**config.mk**
```make
export PLATFORM = sky130hd
export DESIGN_NAME = netstring_stream_deframer
export DESIGN_NICKNAME = d
export VERILOG_FILES = /design/src/hdl/nsdf_pkg.sv /design/src/hdl/netstring_stream_deframer.sv
export VERILOG_INCLUDE_DIRS = /design/src /design/src/hdl
export SDC_FILE = /design/constraint.sdc
export NUM_CORES = 1
export LEC_CHECK = 0
export ABC_AREA = 1
export BUFFER_PORTS_ARGS = -buffer_cell sky130_fd_sc_hd__buf_2
export CORE_UTILIZATION = 35
export CTS_BUF_LIST = sky130_fd_sc_hd__clkbuf_2 sky130_fd_sc_hd__clkbuf_4 sky130_fd_sc_hd__clkbuf_8
export CTS_CLUSTER_SIZE = 20
export DETAILED_ROUTE_END_ITERATION = 6
export PLACE_DENSITY_LB_ADDON = 0.05
export SETUP_SLACK_MARGIN = 0.02
export SLEW_MARGIN = 20
export SYNTH_ARGS = -nofsm -noshare
export SYNTH_HDL_FRONTEND = slang
export SYNTH_SLANG_ARGS = --single-unit
```
**constraint.sdc**
```tcl
create_clock -name clk -period 18.5 [get_ports clk]
set_input_delay 3.7 -clock clk [delete_from_list [all_inputs] [get_ports clk]]
set_output_delay 3.7 -clock clk [all_outputs]
set_load 0.02 [all_outputs]
```
**src/hdl/assert_macros.svh**
```systemverilog
// ----------------------------------------------------------------------------
// assert_macros.svh
// Shared concurrent assertion macros for the deframer RTL.
// ----------------------------------------------------------------------------
`ifndef ASSERT_MACROS_SVH
`define ASSERT_MACROS_SVH

// Same-cycle implication, checked on every rising edge outside reset.
`define ASSERT_SAME(label, ante, cons, msg) \
    label: assert property (@(posedge clk) disable iff (!rst_n) (ante) |-> (cons)) \
        else $error(msg);

// Next-cycle implication, checked on every rising edge outside reset.
`define ASSERT_NEXT(label, ante, cons, msg) \
    label: assert property (@(posedge clk) disable iff (!rst_n) (ante) |=> (cons)) \
        else $error(msg);

`endif

```
**src/hdl/nsdf_pkg.sv**
```systemverilog
// ----------------------------------------------------------------------------
// nsdf_pkg
// Types and constants shared by the netstring stream deframer.
// ----------------------------------------------------------------------------
package nsdf_pkg;

    localparam int unsigned LEN_W = 30;

    localparam logic [7:0] CHAR_COLON = 8'h3A;
    localparam logic [7:0] CHAR_COMMA = 8'h2C;
    localparam logic [7:0] CHAR_ZERO  = 8'h30;
    localparam logic [7:0] CHAR_NINE  = 8'h39;

    localparam logic [LEN_W-1:0] LEN_MAX     = {LEN_W{1'b1}};
    localparam logic [LEN_W-1:0] LEN_RESET   = 30'd999999999;

    // Parser phase
    typedef enum logic [1:0] {
        PH_LEN     = 2'd0,
        PH_PAYLOAD = 2'd1,
        PH_COMMA   = 2'd2,
        PH_SKIP    = 2'd3
    } phase_t;

    // Result kind
    typedef enum logic [1:0] {
        KIND_NONE = 2'd0,
        KIND_BYTE = 2'd1,
        KIND_DONE = 2'd2,
        KIND_ERR  = 2'd3
    } kind_t;

    // Result status
    typedef enum logic [1:0] {
        ST_OK     = 2'd0,
        ST_FORMAT = 2'd1,
        ST_RANGE  = 2'd2
    } status_t;

    typedef struct packed {
        logic [7:0] data_byte;
        logic       is_last;
    } in_item_t;

    typedef struct packed {
        kind_t            out_kind;
        logic [7:0]       payload_byte;
        status_t          status;
        logic [LEN_W-1:0] payload_length;
        logic [LEN_W-1:0] consumed_count;
    } out_item_t;

endpackage

```
**src/hdl/netstring_stream_deframer.sv**
```systemverilog
// ----------------------------------------------------------------------------
// netstring_stream_deframer
// Parses netstrings (length, colon, payload, comma) from a byte stream.
// ----------------------------------------------------------------------------
// One byte is taken per cycle, back to back, for as long as the output side
// keeps up: each byte costs a single digit accumulate (times ten plus digit)
// or a counter decrement, done combinationally between the parser state and the
// result register. A result sits in a one-entry output register and appears
// the cycle after its byte is taken. The next byte is accepted in the same
// cycle that result is taken. While a result waits untaken, no byte is
// accepted, even one that would give no result. Payload bytes come out as
// they arrive, the comma gives a
// completion with the length and the total byte count of the netstring, and
// any error is reported once, after which bytes are dropped up to the byte
// flagged is_last. A buffer that ends mid-frame reports an error on its last
// byte. max_payload_len may be rewritten only while the block is idle.
module netstring_stream_deframer
    import nsdf_pkg::*;
#(
    parameter int unsigned MAX_DIGITS = 9
) (
    input  logic             clk,
    input  logic             rst_n,
    // byte input
    input  logic             in_valid,
    output logic             in_ready,
    input  in_item_t         in_data,
    // result output
    output logic             out_valid,
    input  logic             out_ready,
    output out_item_t        out_data,
    // max_payload_len register
    input  logic             cfg_wr_en,
    input  logic [LEN_W-1:0] cfg_wr_data
);

    localparam int unsigned CNT_W = $clog2(MAX_DIGITS + 1);
    localparam logic [CNT_W-1:0] CNT_LIMIT = CNT_W'(MAX_DIGITS);
    localparam logic [CNT_W-1:0] CNT_ONE   = CNT_W'(1);

    // Parser state
    phase_t           phase_reg, phase_next;
    logic [LEN_W-1:0] acc_reg, acc_next;
    logic [CNT_W-1:0] digit_cnt_reg, digit_cnt_next;
    logic             zero_first_reg, zero_first_next;
    logic [LEN_W-1:0] remain_reg, remain_next;
    logic             over_reg, over_next;
    logic [LEN_W-1:0] max_len_reg;

    // Result register
    logic      out_valid_reg, out_valid_next;
    out_item_t out_data_reg, out_data_next;

    logic       in_xfer;
    logic [7:0] b;
    logic       last;
    logic       is_digit;
    logic [3:0] digit;
    logic [LEN_W+3:0] acc_mul;
    logic [LEN_W-1:0] acc_sat;
    logic             acc_ovf;
    logic             emit;
    out_item_t        res;

    assign in_ready = !out_valid_reg || out_ready;
    assign in_xfer  = in_valid && in_ready;
    assign b        = in_data.data_byte;
    assign last     = in_data.is_last;
    assign is_digit = (b >= CHAR_ZERO) && (b <= CHAR_NINE);
    assign digit    = 4'(b - CHAR_ZERO);

    // acc * 10 + digit with saturation at the field maximum
    assign acc_mul = {1'b0, acc_reg, 3'b000} + {3'b000, acc_reg, 1'b0} + (LEN_W+4)'(digit);
    assign acc_ovf = acc_mul > (LEN_W+4)'(LEN_MAX);
    assign acc_sat = acc_ovf ? LEN_MAX : acc_mul[LEN_W-1:0];

    // Config register
    always_ff @(posedge clk or negedge rst_n)
    begin
        if (!rst_n)
        begin
            max_len_reg <= LEN_RESET;
        end
        else if (cfg_wr_en)
        begin
            max_len_reg <= cfg_wr_data;
        end
    end

    // Next state and result for the accepted byte
    always_comb
    begin
        logic fail;
        logic new_frame;
        logic upd_big;
        status_t fail_st;

        fail      = 1'b0;
        new_frame = 1'b0;
        upd_big   = 1'b0;
        fail_st   = ST_FORMAT;

        phase_next      = phase_reg;
        acc_next        = acc_reg;
        digit_cnt_next  = digit_cnt_reg;
        zero_first_next = zero_first_reg;
        remain_next     = remain_reg;
        over_next       = over_reg;

        emit = 1'b0;
        res  = '{out_kind: KIND_NONE, payload_byte: 8'd0, status: ST_OK,
                 payload_length: '0, consumed_count: '0};

        unique case (phase_reg)
            PH_LEN:
            begin
                if (is_digit)
                begin
                    if (digit_cnt_reg >= CNT_LIMIT)
                    begin
                        fail = 1'b1;
                    end
                    else if (digit_cnt_reg == CNT_ONE && zero_first_reg)
                    begin
                        fail = 1'b1;
                    end
                    else
                    begin
                        if (digit_cnt_reg == '0)
                        begin
                            zero_first_next = (digit == 4'd0);
                        end
                        acc_next       = acc_sat;
                        over_next      = over_reg || acc_ovf;
                        digit_cnt_next = digit_cnt_reg + CNT_ONE;
                        // buffer ended inside the digit field
                        if (last)
                        begin
                            upd_big = over_next || (acc_next > max_len_reg);
                            fail    = 1'b1;
                            fail_st = upd_big ? ST_RANGE : ST_FORMAT;
                        end
                    end
                end
                else if (digit_cnt_reg == '0)
                begin
                    fail = 1'b1;
                end
                else if (over_reg || (acc_reg > max_len_reg))
                begin
                    fail    = 1'b1;
                    fail_st = ST_RANGE;
                end
                else if (b != CHAR_COLON || last)
                begin
                    fail = 1'b1;
                end
                else
                begin
                    remain_next = acc_reg;
                    phase_next  = (acc_reg == '0) ? PH_COMMA : PH_PAYLOAD;
                end
            end

            PH_PAYLOAD:
            begin
                if (last)
                begin
                    fail = 1'b1;
                end
                else
                begin
                    remain_next = remain_reg - LEN_W'(1);
                    if (remain_next == '0)
                    begin
                        phase_next = PH_COMMA;
                    end
                    emit             = 1'b1;
                    res.out_kind     = KIND_BYTE;
                    res.payload_byte = b;
                end
            end

            PH_COMMA:
            begin
                if (b != CHAR_COMMA)
                begin
                    fail = 1'b1;
                end
                else
                begin
                    emit               = 1'b1;
                    res.out_kind       = KIND_DONE;
                    res.payload_length = acc_reg;
                    res.consumed_count = LEN_W'(digit_cnt_reg) + acc_reg + LEN_W'(2);
                    new_frame          = 1'b1;
                end
            end

            PH_SKIP:
            begin
                new_frame = last;
            end

            default:
            begin
                new_frame = 1'b1;
            end
        endcase

        // Error report, then skip or restart
        if (fail)
        begin
            emit         = 1'b1;
            res.out_kind = KIND_ERR;
            res.status   = fail_st;
            if (last)
            begin
                new_frame = 1'b1;
            end
            else
            begin
                phase_next = PH_SKIP;
            end
        end

        if (new_frame)
        begin
            phase_next      = PH_LEN;
            acc_next        = '0;
            digit_cnt_next  = '0;
            zero_first_next = 1'b0;
            remain_next     = '0;
            over_next       = 1'b0;
        end
    end

    // Output register control
    always_comb
    begin
        out_valid_next = out_valid_reg;
        out_data_next  = out_data_reg;
        if (in_xfer)
        begin
            out_valid_next = emit;
            if (emit)
            begin
                out_data_next = res;
            end
        end
        else if (out_ready)
        begin
            out_valid_next = 1'b0;
        end
    end

    // Parser state registers
    always_ff @(posedge clk or negedge rst_n)
    begin
        if (!rst_n)
        begin
            phase_reg      <= PH_LEN;
            acc_reg        <= '0;
            digit_cnt_reg  <= '0;
            zero_first_reg <= 1'b0;
            remain_reg     <= '0;
            over_reg       <= 1'b0;
            out_valid_reg  <= 1'b0;
        end
        else
        begin
            if (in_xfer)
            begin
                phase_reg      <= phase_next;
                acc_reg        <= acc_next;
                digit_cnt_reg  <= digit_cnt_next;
                zero_first_reg <= zero_first_next;
                remain_reg     <= remain_next;
                over_reg       <= over_next;
            end
            out_valid_reg <= out_valid_next;
        end
    end

    // Result payload, no reset needed
    always_ff @(posedge clk)
    begin
        out_data_reg <= out_data_next;
    end

    assign out_valid = out_valid_reg;
    assign out_data  = out_data_reg;

    // Checks
`include "assert_macros.svh"

    `ASSERT_SAME(a_no_empty_result, out_valid_reg, out_data_reg.out_kind != KIND_NONE, "empty result held")
    `ASSERT_SAME(a_payload_nonzero, phase_reg == PH_PAYLOAD, remain_reg != '0, "payload phase with zero left")
    `ASSERT_SAME(a_digit_bound, 1'b1, digit_cnt_reg <= CNT_LIMIT, "digit count past limit")
    `ASSERT_NEXT(a_last_restarts, in_xfer && last, phase_reg == PH_LEN && digit_cnt_reg == '0, "no restart after buffer end")
    `ASSERT_SAME(a_byte_clean, out_valid_reg && out_data_reg.out_kind == KIND_BYTE, out_data_reg.status == ST_OK && out_data_reg.payload_length == '0, "payload result carries stray fields")

endmodule

```
; After elaboration in Yosys (flattened, before gate mapping)
; Cells that the tools add are included.
[classes]
n_addsub = 7
order_cmp = 6
n_eq_ne = 13
mux = 69
bitwise_logic = 2
reduce_logical = 26
[ops]
columns = operator, n
row1 = $mux 30, 12
row2 = $gt 30x30->1, 2
row3 = $logic_not 30->1, 2
row4 = $pmux 30 s2, 1
row5 = $mux 2, 18
row6 = $add 33x31->34, 1
row7 = $add 34x4->34, 1
row8 = $gt 34x30->1 const B, 1
row9 = $add 30x2->30 const B, 1
row10 = $add 4x30->30, 1
row11 = $sub 30x1->30 const B, 1
row12 = $mux 1, 27
row13 = $mux 4, 5
row14 = $ne 8x6->1 const B, 2
row15 = $ne 3x3->1 const B, 5
row16 = $mux 9, 1
row17 = $ge 8x6->1 const B, 1
row18 = $le 8x6->1 const B, 1
row19 = $logic_not 4->1, 2
row20 = $pmux 2 s2, 2
row21 = $reduce_bool 2->1, 4
row22 = $reduce_and 7->1, 1
row23 = $reduce_and 6->1, 1
row24 = $logic_or 1x1->1, 5
row25 = other kinds (17), 25
[word_totals]
register_bits = 171
inputBits = 44
word_cells = 137

; Logic depth before layout (Yosys ltp)
[depth]
ltp_word = 12
ltp_mapped = 30
mapped_depth_nobuf = 30

; Least setup slack after synthesis
; No wires, ideal clock.
[synth_path]
kind = input -> register
startpoint = input port in_data[7] (netlist bit)
endpoint = register out_data_reg, in the netlist out_data[0] (enable)
t_arrival_ps = 8237
setup_slack_ps = 9736
cell_stages = 11
path_buffers = 0
path_cell_list = nor2_1 inv_1 nor3_1 o21ai_1 o21ai_0 nor2_1 nand3_2 nand3_2 a21oi_1 inv_1 a21oi_1
[synth_via]
elab_chain_cells = 9
elab_cells_between_ends = 16
classes_between = order compare (2) / eq/ne (2) / mux (9) / reduce/logical (3)
[synth_lines]
columns = item, line
row1 = from (decl), netstring_stream_deframer.sv:27  ; input in_item_t in_data,
row2 = $ne 8x6->1, netstring_stream_deframer.sv:154  ; else if (b != CHAR_COLON || last)
row3 = $logic_or 1x1->1, netstring_stream_deframer.sv:154
row4 = $mux 1, netstring_stream_deframer.sv:154
row5 = $mux 1, netstring_stream_deframer.sv:149  ; else if (over_reg || (acc_reg > max_len_reg))
row6 = $mux 1, netstring_stream_deframer.sv:145  ; else if (digit_cnt_reg == '0)
row7 = $mux 1, netstring_stream_deframer.sv:117  ; if (is_digit)
row8 = $pmux 1 s3, netstring_stream_deframer.sv:114  ; unique case (phase_reg)
row9 = $mux 1 (*), netstring_stream_deframer.sv:212  ; if (fail)
row10 = $reduce_and 2->1 (no line) (*), --
row11 = to (signal assigned), netstring_stream_deframer.sv:288  ; out_data_reg <= out_data_next;
row12 = to (decl), netstring_stream_deframer.sv:52  ; out_item_t out_data_reg, out_data_next;
; Every way passes the cells marked *; elsewhere a longest branch is shown, timed or not.
; A chain may end at the register's enable or synchronous reset.

; Worst setup path after layout
[layout_path]
startpoint = input port in_data[4] (netlist bit)
endpoint = register out_data_reg, in the netlist out_data[61] (data pin)
[layout_via]
elab_chain_cells = 11
elab_cells_between_ends = 25
classes_between = add/sub (2) / order compare (4) / eq/ne (2) / mux (12) / reduce/logical (5)
[layout_lines]
columns = item, line
row1 = $sub 4x1->4, netstring_stream_deframer.sv:70  ; assign digit = 4'(b - CHAR_ZERO);
row2 = $add 34x4->34, netstring_stream_deframer.sv:73  ; assign acc_mul = {1'b0, acc_reg, 3'b000} + {3'b000, acc_reg, 1'b0} + (LEN_W+4)'(digit);
row3 = $gt 34x30->1, netstring_stream_deframer.sv:74  ; assign acc_ovf = acc_mul > (LEN_W+4)'(LEN_MAX);
row4 = $mux 30, netstring_stream_deframer.sv:75  ; assign acc_sat = acc_ovf ? LEN_MAX : acc_mul[LEN_W-1:0];
row5 = $gt 30x30->1, netstring_stream_deframer.sv:139  ; upd_big = over_next || (acc_next > max_len_reg);
row6 = $logic_or 1x1->1, netstring_stream_deframer.sv:139
row7 = $mux 2, netstring_stream_deframer.sv:141  ; fail_st = upd_big ? ST_RANGE : ST_FORMAT;
row8 = $mux 2, netstring_stream_deframer.sv:137  ; if (last)
row9 = $mux 2, netstring_stream_deframer.sv:123  ; else if (digit_cnt_reg == CNT_ONE && zero_first_reg)
row10 = $mux 2, netstring_stream_deframer.sv:119  ; if (digit_cnt_reg >= CNT_LIMIT)
row11 = $mux 2, netstring_stream_deframer.sv:117
; Several ways; a longest one is shown, not always the timed one.

==> flow_summary.ini <==
[detailed_routing]
viasPerCell = 5.010
routedWlPerCell_um = 17.47
ant_nets = 0
wl_um = 39120
vias = 11220
drt_iter0_markers = 618
drc = 11
drt_pass1_iterations = 7

[finish]
final_common_cell = nand2_1
utilization = 0.3946
final_nets = 1949
drive_above_1_share = 0.1349
syn_to_final_growth_pct = 10.41
fillers = 3891
final_cell_mix = nand2_1 (448), nor2_1 (180), inv_1 (175)
largest_reg_flops = 72
diodes = 0
stdcell_count = 2240

[clock_tree]
cts_tree = done
cts_hold_buffers = 0
htree_levels = 4
clk_path_buf_depth = 2
cts_root_buf = clkbuf_8
postCtsSetupBuffers = 0
cts.sinks = 171
worstSkewPairLatency_ns = 0.51
numCtsBuffers = 17
cts_resized = 0
clk_pin_slew_ns = 0.10

[critical_path]
cp_max_fo = 13
worst-path-buf-inv = 3
critical_path_required_ns = 18.75
r2r_cells = 28
critical_path_arrival_ns = 8.41
critical_path_class = in2reg
crit_path_start_kind = input pin
critical_path_depth = 29
endpoint_kind = register
crit_slowest_cell = fa_1
critPathTopFamily = simple AND/OR/NAND/NOR gates
slowest_delay_ns = 0.53
crit_top_cell = nand2_1

[synth]
ys_seq_area_frac = 0.3653
yosysWarnings = 0
syn_nets = 1851
syn_area_mm2 = 0.01277
syn_inst = 1668
synth-seq-cells = 171
syn_avg_cell_area_um2 = 7.657
ys_types = 55

[sta]
finalHoldViolations = 0
fmax_ghz = 0.1225
finalCritPeriodShare = 0.4411
maxSlewViolCount = 0
rsz0062_at_grt = false
fin_crit_ns = 8.161
relSlewSlack = 0.2983
finClkSkew_ns = 0.01837
finalSetupViolations = 0
finalSetupTns_ns = 0
worst_pin_slew_ns = 1.046

[place]
io_buffers = 117
placed_cells = 2208
place_congestion = 0.9487
place_hpwl_um = 29970

[floorplan]
die_area_mm2 = 0.03726
pin_count = 118
die_h_um = 193.0
initial_utilization = 0.3573
chipWidth_um = 193.0
num_rows = 69
core-area_mm2 = 0.03574

[status]
violations = DRC
outcome = finished, violations left

[power_and_ir_drop]
power_frac_comb = 0.578
leakage_nw = 7.113
power_frac_clock = 0.132
ir_worst_vdd_uv = 69.29
switching_share = 0.5234
cellPowerDensity_mw_per_mm2 = 139.2
switchingPower_mw = 1.028
p_int_uw = 935.5
p_seq_frac = 0.290
power_mw = 1.963

[flow_run]
maxCapViolCount = 0

[global_routing]
grt-ovfl-total = 0
antenna_found_initial = 1
gr-usage-all-layers = 0.2187
grt_pass1_vias = 11220
grt_pass1_wl_um = 62070
grt_max_degree = 71

[worst_hold_path]
holdPathStages = 2
hp-class = reg2reg
worst min-delay path, stage by stage (launching register included):
cell and delay [ns]:
dfrtp_1 0.39, nand2_1 0.06, nand2_1 0.05
per-stage QoR:
stage               hold slack (ns)  instance area, um2  worst slack [ns]
floorplan                    0.4642               12770             9.736
global placement             0.4974               13750             9.904
detailed placement           0.5003               13750             9.838
CTS                          0.5265               14100             10.37
global route                 0.5590               14100             9.983
finish                       0.5250               14100             10.34
cell families after synthesis:
family                   share of synthesized area
XOR/XNOR                                   0.02674
flip-flops                                  0.3653
multiplexers                             0.0008816
AO/OA/AOI/OAI                              0.09669
AND/OR/NAND/NOR                             0.3004
adder cells (fa/ha/maj)                     0.1379
buffers and inverters                      0.07210
final timing paths:
path	end	from	slack, ns
worst max-delay path	out_data[61]$_SDFFCE_PN0P_	in_data[4]	10.34
worst min-delay path	remain_reg[1]$_DFFE_PN0P_	remain_reg[1]$_DFFE_PN0P_	0.52
worst max register to register	out_data[61]$_SDFFCE_PN0P_	acc_reg[2]$_DFFE_PN0P_	13.06
worst min register to register	remain_reg[1]$_DFFE_PN0P_	remain_reg[1]$_DFFE_PN0P_	0.52
max in group asynchronous	max_len_reg[21]$_DFFE_PN0P_	rst_n	14.08
min in group asynchronous	acc_reg[5]$_DFFE_PN0P_	rst_n	3.13
power by group through the flow:
stage / Clock, mW / Sequential, mW / Combinational [mW]
after global placement: 0 / 0.578 / 1.13
after floorplan: 0 / 0.630 / 0.765
after CTS: 0.268 / 0.572 / 1.14
after global routing: 0.282 / 0.583 / 1.29
final: 0.259 / 0.570 / 1.13
after detailed placement: 0 / 0.578 / 1.14
layout make-up:
| type | instances | area [um2] | area share |
|---|---|---|---|
| inverter | 179 | 671.9 | 0.04764 |
| tap | 461 | 576.8 | 0.04090 |
| clock inverter | 13 | 106.4 | 0.007541 |
| clock buffer | 19 | 249.0 | 0.01766 |
| multi-input combinational | 1274 | 7199 | 0.5105 |
| sequential | 171 | 4666 | 0.3308 |
| timing repair buffer | 123 | 633.1 | 0.04489 |
Yosys cell counts, drive strengths merged:
| cell | number | area share |
|---|---|---|
| nor2 | 194 | 0.062 |
| nand3b | 1 | 0.00059 |
| clkinv | 3 | 0.00088 |
| dfstp | 21 | 0.043 |
| or3b | 1 | 0.00069 |
| nand2 | 461 | 0.14 |
| and3 | 1 | 0.00049 |
| xnor2 | 20 | 0.014 |
| fa | 3 | 0.0047 |
| a21o | 7 | 0.0041 |
| nand3 | 126 | 0.054 |
| nor4 | 10 | 0.0049 |
| nand2b | 1 | 0.00049 |
| or2 | 5 | 0.0030 |
| mux2 | 1 | 0.00088 |
| xor2 | 19 | 0.013 |
| o21ai | 104 | 0.043 |
| o21a | 5 | 0.0029 |
| a211oi | 1 | 0.00059 |
| nor3b | 2 | 0.0021 |
| a31oi | 1 | 0.00049 |
| nand4 | 44 | 0.024 |
| o21bai | 4 | 0.0024 |
| dfrtp | 78 | 0.15 |
| o211ai | 3 | 0.0018 |
| ha | 136 | 0.13 |
| a21boi | 1 | 0.00088 |
| edfxtp | 72 | 0.17 |
| clkbuf | 19 | 0.0056 |
| inv | 176 | 0.052 |
| buf | 25 | 0.014 |
| nor3 | 21 | 0.0094 |
| o31a | 1 | 0.00069 |
| a21oi | 100 | 0.040 |
| and2 | 1 | 0.00059 |
metal layers:
metal / up-vias / wire, um / global-route usage
met4: 0 / 682 / 0.05799
met2: 190 / 18500 / 0.3699
met1: 5249 / 18670 / 0.2908
met5: - / 0 / 0
li1: 5743 / - / -
met3: 41 / 1273 / 0.03186
No activity file was read; power rests on OpenSTA's default activity.
